File: src/rtl/ibt_pkg.sv
// Shared constants and types for the interval booking table.
package ibt_pkg;

   // Table size and field widths
   localparam int CAPACITY = 64;
   localparam int TIME_W   = 31;
   localparam int IN_W     = 31;
   localparam int COUNT_W  = 7;
   localparam int ADDR_W   = (CAPACITY > 1) ? $clog2(CAPACITY) : 1;
   localparam int CNT_W    = $clog2(CAPACITY + 1);

   // Result codes
   typedef enum logic [1:0] {
      ST_BOOKED  = 2'd0,
      ST_OVERLAP = 2'd1,
      ST_FULL    = 2'd2,
      ST_EMPTY   = 2'd3
   } status_type;

   // Sequencer states
   typedef enum logic [1:0] {
      S_IDLE,
      S_CHECK,
      S_SCAN,
      S_FINISH
   } state_type;

endpackage

File: src/rtl/interval_booking_table_core.sv
// Interval booking table: overlap check and store of half-open intervals.
//
// Request channel: drive req_start_time / req_end_time and raise start while
// busy is low; the request beat is taken on that clock edge and busy goes high.
// Each request yields exactly one response beat: rsp_valid is high for one
// cycle with rsp_status (booked, overlap, full, empty/inverted interval) and
// rsp_booking_count (bookings stored after this request).
// A request passes through the check, scan and finish states; busy is high
// in those states and start is ignored meanwhile. An empty or inverted
// interval skips the scan. One shared compare unit walks the stored
// intervals one entry per cycle through the registered read port of the slot
// memory, so the number of stored bookings sets the time a request takes.
// A new request may be taken in the same cycle the response beat is shown.
// The receiver cannot stall; it must take the response beat when shown.
// Reset (synchronous, active high) empties the table and returns to idle;
// stored intervals fill from slot 0 upward, so the fill count marks which
// slots hold data and no clearing pass is needed.
module interval_booking_table_core (
   input  logic                          clock,
   input  logic                          reset,
   input  logic                          start,
   output logic                          busy,
   input  logic [ibt_pkg::IN_W-1:0]      req_start_time,
   input  logic [ibt_pkg::IN_W-1:0]      req_end_time,
   output logic                          rsp_valid,
   output ibt_pkg::status_type           rsp_status,
   output logic [ibt_pkg::COUNT_W-1:0]   rsp_booking_count
);
   import ibt_pkg::*;

   // Slot memory
   logic [TIME_W-1:0] slot_start_mem [CAPACITY];
   logic [TIME_W-1:0] slot_end_mem   [CAPACITY];

   // Control registers
   state_type         state_ff, state_in;
   logic [CNT_W-1:0]  count_ff, count_in;
   logic [CNT_W-1:0]  idx_ff, idx_in;
   logic              rd_valid_ff, rd_valid_in;
   logic              hit_ff, hit_in;
   logic              inv_ff, inv_in;
   logic              rsp_valid_ff, rsp_valid_in;

   // Payload registers
   logic [TIME_W-1:0]  s_ff, s_in;
   logic [TIME_W-1:0]  e_ff, e_in;
   logic [TIME_W-1:0]  rd_start_ff, rd_end_ff;
   status_type         status_ff, status_in;
   logic [COUNT_W-1:0] rsp_count_ff, rsp_count_in;

   // Shared compare unit
   logic [TIME_W-1:0] cmp_lhs;
   logic              cmp_lt;
   logic              cmp_gt;
   logic              overlap;
   logic              issue;
   logic              full;
   logic              do_write;
   logic              accept;

   assign accept  = start && (state_ff == S_IDLE);
   assign cmp_lhs = (state_ff == S_CHECK) ? s_ff : rd_start_ff;
   assign cmp_lt  = cmp_lhs < e_ff;
   assign cmp_gt  = rd_end_ff > s_ff;
   assign overlap = rd_valid_ff && cmp_gt && cmp_lt;
   assign issue   = (state_ff == S_SCAN) && (idx_ff < count_ff);
   assign full    = (count_ff == CNT_W'(CAPACITY));
   assign do_write = (state_ff == S_FINISH) && !inv_ff && !hit_ff && !full;

   // Next state
   always_comb begin
      state_in = state_ff;
      case (state_ff)
         S_IDLE: begin
            if (start) state_in = S_CHECK;
         end
         S_CHECK: begin
            state_in = cmp_lt ? S_SCAN : S_FINISH;
         end
         S_SCAN: begin
            if (!issue) state_in = S_FINISH;
         end
         S_FINISH: begin
            state_in = S_IDLE;
         end
         default: begin
            state_in = S_IDLE;
         end
      endcase
   end

   // Datapath and response
   always_comb begin
      s_in         = s_ff;
      e_in         = e_ff;
      idx_in       = idx_ff;
      rd_valid_in  = 1'b0;
      hit_in       = hit_ff;
      inv_in       = inv_ff;
      count_in     = count_ff;
      rsp_valid_in = 1'b0;
      status_in    = status_ff;
      rsp_count_in = rsp_count_ff;
      case (state_ff)
         S_IDLE: begin
            if (accept) begin
               s_in   = TIME_W'(req_start_time);
               e_in   = TIME_W'(req_end_time);
               idx_in = '0;
               hit_in = 1'b0;
               inv_in = 1'b0;
            end
         end
         S_CHECK: begin
            inv_in = !cmp_lt;
         end
         S_SCAN: begin
            rd_valid_in = issue;
            if (issue) idx_in = idx_ff + CNT_W'(1);
            if (overlap) hit_in = 1'b1;
         end
         S_FINISH: begin
            rsp_valid_in = 1'b1;
            if (inv_ff) begin
               status_in = ST_EMPTY;
            end else if (hit_ff) begin
               status_in = ST_OVERLAP;
            end else if (full) begin
               status_in = ST_FULL;
            end else begin
               status_in = ST_BOOKED;
               count_in  = count_ff + CNT_W'(1);
            end
            rsp_count_in = COUNT_W'(count_in);
         end
         default: begin
            rd_valid_in = 1'b0;
         end
      endcase
   end

   // Control state
   always_ff @(posedge clock) begin
      if (reset) begin
         state_ff     <= S_IDLE;
         count_ff     <= '0;
         idx_ff       <= '0;
         rd_valid_ff  <= 1'b0;
         hit_ff       <= 1'b0;
         inv_ff       <= 1'b0;
         rsp_valid_ff <= 1'b0;
      end else begin
         state_ff     <= state_in;
         count_ff     <= count_in;
         idx_ff       <= idx_in;
         rd_valid_ff  <= rd_valid_in;
         hit_ff       <= hit_in;
         inv_ff       <= inv_in;
         rsp_valid_ff <= rsp_valid_in;
      end
   end

   // Payload
   always_ff @(posedge clock) begin
      s_ff         <= s_in;
      e_ff         <= e_in;
      status_ff    <= status_in;
      rsp_count_ff <= rsp_count_in;
   end

   // Slot memory: one write port, one registered read port
   always_ff @(posedge clock) begin
      if (do_write) begin
         slot_start_mem[count_ff[ADDR_W-1:0]] <= s_ff;
         slot_end_mem[count_ff[ADDR_W-1:0]]   <= e_ff;
      end
      rd_start_ff <= slot_start_mem[idx_ff[ADDR_W-1:0]];
      rd_end_ff   <= slot_end_mem[idx_ff[ADDR_W-1:0]];
   end

   assign busy              = (state_ff != S_IDLE);
   assign rsp_valid         = rsp_valid_ff;
   assign rsp_status        = status_ff;
   assign rsp_booking_count = rsp_count_ff;

   // Fill count never passes the table size
   a_count_range: assert property (@(posedge clock) disable iff (reset)
      count_ff <= CNT_W'(CAPACITY))
      else $error("fill count above capacity");

   // Only a booked response moves the fill count
   a_count_hold: assert property (@(posedge clock) disable iff (reset)
      rsp_valid && (rsp_status != ST_BOOKED) |-> count_ff == $past(count_ff))
      else $error("refused request changed the fill count");

   // Booked response reports one more than before
   a_count_step: assert property (@(posedge clock) disable iff (reset)
      rsp_valid && (rsp_status == ST_BOOKED) |->
         count_ff == $past(count_ff) + CNT_W'(1))
      else $error("booked request did not add one entry");

   // Scan reads stay within the filled part of the table
   a_scan_bound: assert property (@(posedge clock) disable iff (reset)
      rd_valid_ff |-> idx_ff <= count_ff)
      else $error("scan ran past the filled slots");

   // An accepted request keeps the block busy next cycle
   a_busy_after_start: assert property (@(posedge clock) disable iff (reset)
      start && !busy |=> busy && !rsp_valid)
      else $error("request beat did not start a scan");

endmodule

File: config.mk
export PLATFORM = sky130hd
export DESIGN_NAME = interval_booking_table_core
export DESIGN_NICKNAME = d
export VERILOG_FILES = /design/src/rtl/ibt_pkg.sv /design/src/rtl/interval_booking_table_core.sv
export SDC_FILE = /design/constraint.sdc
export NUM_CORES = 2
export LEC_CHECK = 0
export BUFFER_PORTS_ARGS = -buffer_cell sky130_fd_sc_hd__buf_2
export CAP_MARGIN = 25
export CORE_MARGIN = 8
export CORE_UTILIZATION = 50
export DETAILED_ROUTE_END_ITERATION = 8
export MAX_ROUTING_LAYER = met4
export PLACE_DENSITY = 0.68
export SYNTH_ARGS = -nofsm -noshare
export SYNTH_HDL_FRONTEND = slang
export SYNTH_SLANG_ARGS = --single-unit
File: constraint.sdc
create_clock -name clock -period 6.65 [get_ports clock]
set_input_delay 0.665 -clock clock [delete_from_list [all_inputs] [get_ports clock]]
set_output_delay 0.665 -clock clock [all_outputs]
set_load 0.05 [all_outputs]
Word-level counts from Yosys, hierarchy flattened
Memories as Yosys holds them, arrays and structs flattened. A register that Yosys moved wholly into a read port is not among the register bits.
Cells that the tools add are included.
{ "op_classes": {"add_sub_neg": 2, "n_lt_le_gt_ge": 3, "eq_ne": 9, "mux": 20, "bitwise_logic": 1, "n_reduce_logical": 22} }
{ "op_table": {"columns": ["cell", "count"], "rows": [
  ["7-bit 2-to-1 mux", 5],
  ["31-bit > comparator", 1],
  ["31-bit less-than comparator", 1],
  ["31-bit 2-to-1 mux", 1],
  ["7-bit by 1-bit adder with 7-bit output, second input constant", 2],
  ["7-bit case mux with 2 select lines", 1],
  ["2-bit inequality test, second input constant", 5],
  ["2-bit 2-to-1 mux", 4],
  ["2-bit case mux with 4 select lines", 1],
  ["7-bit equality test, second input constant", 1],
  ["1-bit logical AND", 7],
  ["7-bit less-than comparator", 1],
  ["1-bit 2-to-1 mux", 6],
  ["2-bit AND reduction", 3],
  ["3-bit AND reduction", 2],
  ["2-bit nonzero test", 3],
  ["2-bit equality test, second input constant", 2],
  ["1-bit zero test", 4],
  ["1-bit case mux with 2 select lines", 2],
  ["2-bit OR reduction", 2],
  ["2-bit by 1-bit equality test with 1-bit output, second input constant", 1],
  ["2-bit zero test", 1],
  ["1-bit NOT", 1]
]} }
{ "totals": {"ff_bits": 91, "ramBits": 3968, "in_bits": 65, "out_inout_bits": 11, "wordCells": 71, "mem_count": 2} }
{ "mem_list": {"columns": ["name", "depth", "width", "rd", "rd_ports_with_merged_regs", "wr", "line_no", "text"], "rows": [
  ["slot_end_mem", 64, 31, 1, 1, 1, "interval_booking_table_core.sv:33", "logic [TIME_W-1:0] slot_end_mem [CAPACITY];"],
  ["slot_start_mem", 64, 31, 1, 1, 1, "interval_booking_table_core.sv:32", "logic [TIME_W-1:0] slot_start_mem [CAPACITY];"]
]} }

Logic depth before layout (Yosys ltp)
{ "logic_depth": {"depth_word": 6, "mapped_depth": 12, "depth_no_buf": 10} }

Worst setup path before layout
Ideal clock, no wire load.
{ "synth_timing": {"path_kind": "flip-flop to flip-flop", "start": "register count_ff[4]", "end": "memory slot_end_mem[13][0], enable pin", "setup_ns": 0.483, "arrival_ns": 4.389, "required_ns": 6.167, "path_slack_ns": 1.779, "stages_incl_launch_ff": 9, "path_buffers": 3, "synth_period_minus_slack_ns": 4.871, "cell_sequence": "dfxtp_1 > clkbuf_1 > or3_1 > clkbuf_1 > o31a_1 > nand3_1 > or3_1 > clkbuf_1 > nor2_1"} }
{ "synth_between": {"elab_chain_len": 5} }
{ "synth_rtl": {"columns": ["element", "line_no", "text"], "rows": [
  ["start: declaration", "interval_booking_table_core.sv:37", "logic [CNT_W-1:0] count_ff, count_in;"],
  ["start signal: assignment", "interval_booking_table_core.sv:154", "count_ff <= count_in;"],
  ["7-bit equality test", "interval_booking_table_core.sv:67", "assign full = (count_ff == CNT_W'(CAPACITY));"],
  ["1-bit zero test", "interval_booking_table_core.sv:68", "assign do_write = (state_ff == S_FINISH) && !inv_ff && !hit_ff && !full;"],
  ["1-bit logical AND", "interval_booking_table_core.sv:68", null],
  ["1-bit 2-to-1 mux", "interval_booking_table_core.sv:173", "if (do_write) begin"],
  ["1-bit 2-to-1 mux (not written as such)", "interval_booking_table_core.sv:175", "slot_end_mem[count_ff[ADDR_W-1:0]] <= e_ff;"],
  ["end: declaration", "interval_booking_table_core.sv:33", null]
]} }
Parallel ways exist; a longest one is shown, timed or not.

Final worst setup path
{ "layout_timing": {"start": "register count_ff[4]", "end": "memory slot_end_mem[10][17], enable pin"} }
The elaborated chain is that of the path after synthesis.

==> results.sh <==
export IMPL_status="finished, final reports clean"
export IMPL_antenna_found_initial=35
export IMPL_required_ps=7210
export IMPL_via_count=74831
export IMPL_crit_arrival_ps=5170
export IMPL_drive_above_1_share_pct=30.9
export IMPL_period_needed_ps=4610
export IMPL_h_tree_depth=5
export IMPL_hold_depth=1
export IMPL_reg2reg_from="count_ff[4]"
export IMPL_setup_viol=0
export IMPL_multiInputGateArea_um2=32700
export IMPL_synth_edf_count=4039
export IMPL_cpPeakStageDelay_ps=1050
export IMPL_ff2ff_setup_slack_ps=2040
export IMPL_final_common_cell="edfxtp_1"
export IMPL_cts_sinks=4121
export IMPL_synthArstFlopShare_pct=0
export IMPL_mostFrequentLayoutCells="4,039 x edfxtp_1, 1,210 x mux4_2, 406 x clkbuf_16"
export IMPL_via_per_inst=6.55
export IMPL_placed_area_um2=164000
export IMPL_syn_avg_cell_area_um2=24.4
export IMPL_startpoint_type="flop"
export IMPL_grt_pass1_vias=74298
export IMPL_power_density_nw_per_um2=304
export IMPL_cp_max_fo=24
export IMPL_place_congestion=0.923
export IMPL_nFillCells=21757
export IMPL_slew_viol_final=0
export IMPL_grtUsageTotal_pct=25.4
export IMPL_vdd_ir_drop_max_uv=248
export IMPL_area_delta_synth_final_pct=13.4
export IMPL_finalHoldWorstSlack_ps=50.3
export IMPL_leakagePower_nw=53.7
export IMPL_path_clk_slew_ps=60
export IMPL_dp_slack_ps=2150
export IMPL_nets=7075
export IMPL_firstDrtPassIters=6
export IMPL_grt_start_max_net_pins=133
export IMPL_coreArea_um2=312000
export IMPL_syn_inst=6446
export IMPL_dp_hpwl_um=237000
export IMPL_wirelength_um=416000
export IMPL_grt_overflow_total=0
export IMPL_crit_chain="or3_1 -> o31a_1 -> and3_1 -> nand3_1 -> nor2_4 -> buf_4"
export IMPL_drc=0
export IMPL_crit_start="count_ff[4]"
export IMPL_slew_headroom_pct=27.3
export IMPL_ys_seq_elements=4121
export IMPL_worstSetupPathType="flop to flop"
export IMPL_synth_distinct_cells=55
export IMPL_cpMaxStageDelayCell="nor2_4"
export IMPL_r2r_end="slot_end_mem[10][17]"
export IMPL_yosys_area_top_type="edfxtp_1"
export IMPL_layout_area_seq_um2=123000
export IMPL_rsz0062_at_grt="no"
export IMPL_io_buffers=75
export IMPL_cap_viol_max_count=0
export IMPL_hold_violations=0
export IMPL_layout_setup_ws_ps=2040
export IMPL_numCtsBuffers=402
export IMPL_worstMarginPinSlew_ps=1090
export IMPL_synth_top_area_share_pct=77.2
export IMPL_post_cts_setup_buffers=0
export IMPL_reg2reg_depth=6
export IMPL_finalCritPeriodShare_pct=69.4
export IMPL_die_y_um=576
export IMPL_skew_ps=70.8
export IMPL_syn_num_nets=6585
export IMPL_mappedNetlistArea_um2=157000
export IMPL_synth_warnings=0
export IMPL_die_area_um2=332000
export IMPL_min_delay_worst_endpoint="s_ff[30]"
export IMPL_max_freq_ghz=0.217
export IMPL_antenna_left=0
export IMPL_num_io_pins=76
export IMPL_tns_ps=0
export IMPL_synth_ff_type="edfxtp_1"
export IMPL_clk_latency_ps=980
export IMPL_die_x_um=576
export IMPL_drtIter0Drc=11521
export IMPL_worstSetupEndpointType="flop"
export IMPL_cts_tree="yes"
export IMPL_clockBufferDepth=4
export IMPL_fin_area_um2=178000
export IMPL_design_power_total_mw=54.2
export IMPL_ys_seq_area_share_pct=78.3
export IMPL_path_buf_inv=1
export IMPL_hold_class="primary input to flop"
export IMPL_crit_family="simple AND/OR/NAND/NOR gates"
export IMPL_placementRows=205
export IMPL_yosys_top_cells_area="edfxtp_1 77%, mux4_2 17%, dfxtp_1 1.0%"
export IMPL_hold_path_startpoint="req_start_time[30]"
export IMPL_grt_pass1_wl_um=578000
export IMPL_wl_per_cell_um=36.4
export IMPL_ctsRootBufferMaster="clkbuf_16"
export IMPL_start_util_pct=50.3
==> routing by layer <==
metal  vias to the layer above  share of wire, %  GRT usage [%]
met1                     40572                37           34.7
met5                         -                 0              -
met4                         0               4.0           8.77
li1                      28836                 -              -
met3                       707                12           5.94
met2                      4716                47           38.3
==> flip-flops by register name, indices dropped and copies added, names as in the netlist <==
| signal | count |
|---|---|
| slot_end_mem | 1984 |
| rsp_status | 2 |
| rd_valid_ff | 1 |
| count_ff | 7 |
| e_ff | 31 |
| slot_start_mem | 1984 |
| s_ff | 31 |
| hit_ff | 1 |
| rsp_valid | 1 |
| rd_end_ff | 31 |
| inv_ff | 1 |
| rd_start_ff | 31 |
| state_ff | 2 |
| rsp_booking_count | 7 |
| idx_ff | 7 |
==> cell families (layout without fill, tap and decap cells) <==
kind of cell	count (synthesis)	in the layout	share of synthesized area, %
buf+inv	413	1236	1.21
mux	1295	1295	17.9
xor+xnor	10	10	0.0558
simple gates	273	273	0.801
compound gates	260	260	1.11
fa+ha+maj	74	74	0.590
other cells	0	14	0
flops	4121	4121	78.3
==> worst max path at each step <==
stage	cells past startpoint	end	slack (ps)
global placement	6	slot_end_mem[2][29]	2170
global route	6	slot_end_mem[10][23]	1860
CTS	6	slot_end_mem[10][8]	2090
floorplan	8	slot_end_mem[13][0]	1780
finish	6	slot_end_mem[10][17]	2040
detailed placement	6	slot_end_mem[10][8]	2150
==> synthesized netlist by cell type, drive strengths merged, types with 3 or more instances <==
cell	number
a22oi	88
buf	178
nor3	5
mux4	1210
ha	74
dfxtp	82
o22ai	6
o221ai	5
a21o	7
edfxtp	4039
a211oi	38
nor2b	36
o21ai	27
mux2i	42
mux2	43
clkinv	3
xnor2	10
inv	80
nor2	100
nand4	10
clkbuf	152
nand2	67
and3	6
or3	10
a21oi	64
nand2b	5
o211ai	3
nand3	26
==> report_power, final <==
group	switching, mW	internal (mW)	total [mW]
clock	9.69	12.6	22.2
combinational	1.89	0.428	2.32
sequential	0.164	29.4	29.6
==> what timing repair did <==
action                                 CTS  global route
resized for setup                        0             0
endpoints found under the hold margin   57             0
hold buffers                            57             0
==> area by class of cell <==
cell class                 instances  area share (%)
antenna                           14          0.0197
clock buffer                     512            6.02
clock inverter                   225            1.23
inverter                          83           0.176
multi-input combinational       1912            18.4
sequential                      4121            69.1
tap                             4140            2.91
timing repair buffer             416            2.22
==> worst register-to-register path, cell delays in order, from the launching register on <==
cell	delay, ps
dfxtp_1	510
or3_1	740
o31a_1	370
and3_1	290
nand3_1	650
nor2_4	1060
buf_4	580
==> per-stage QoR <==
step                utilization [%]  instances
CTS                            57.0      11407
detailed placement             52.7      10613
floorplan                         -       6446
finish                         57.0      11423
global route                   57.0      11418
global placement               52.6      10600
(Power assumes the default switching activity.)
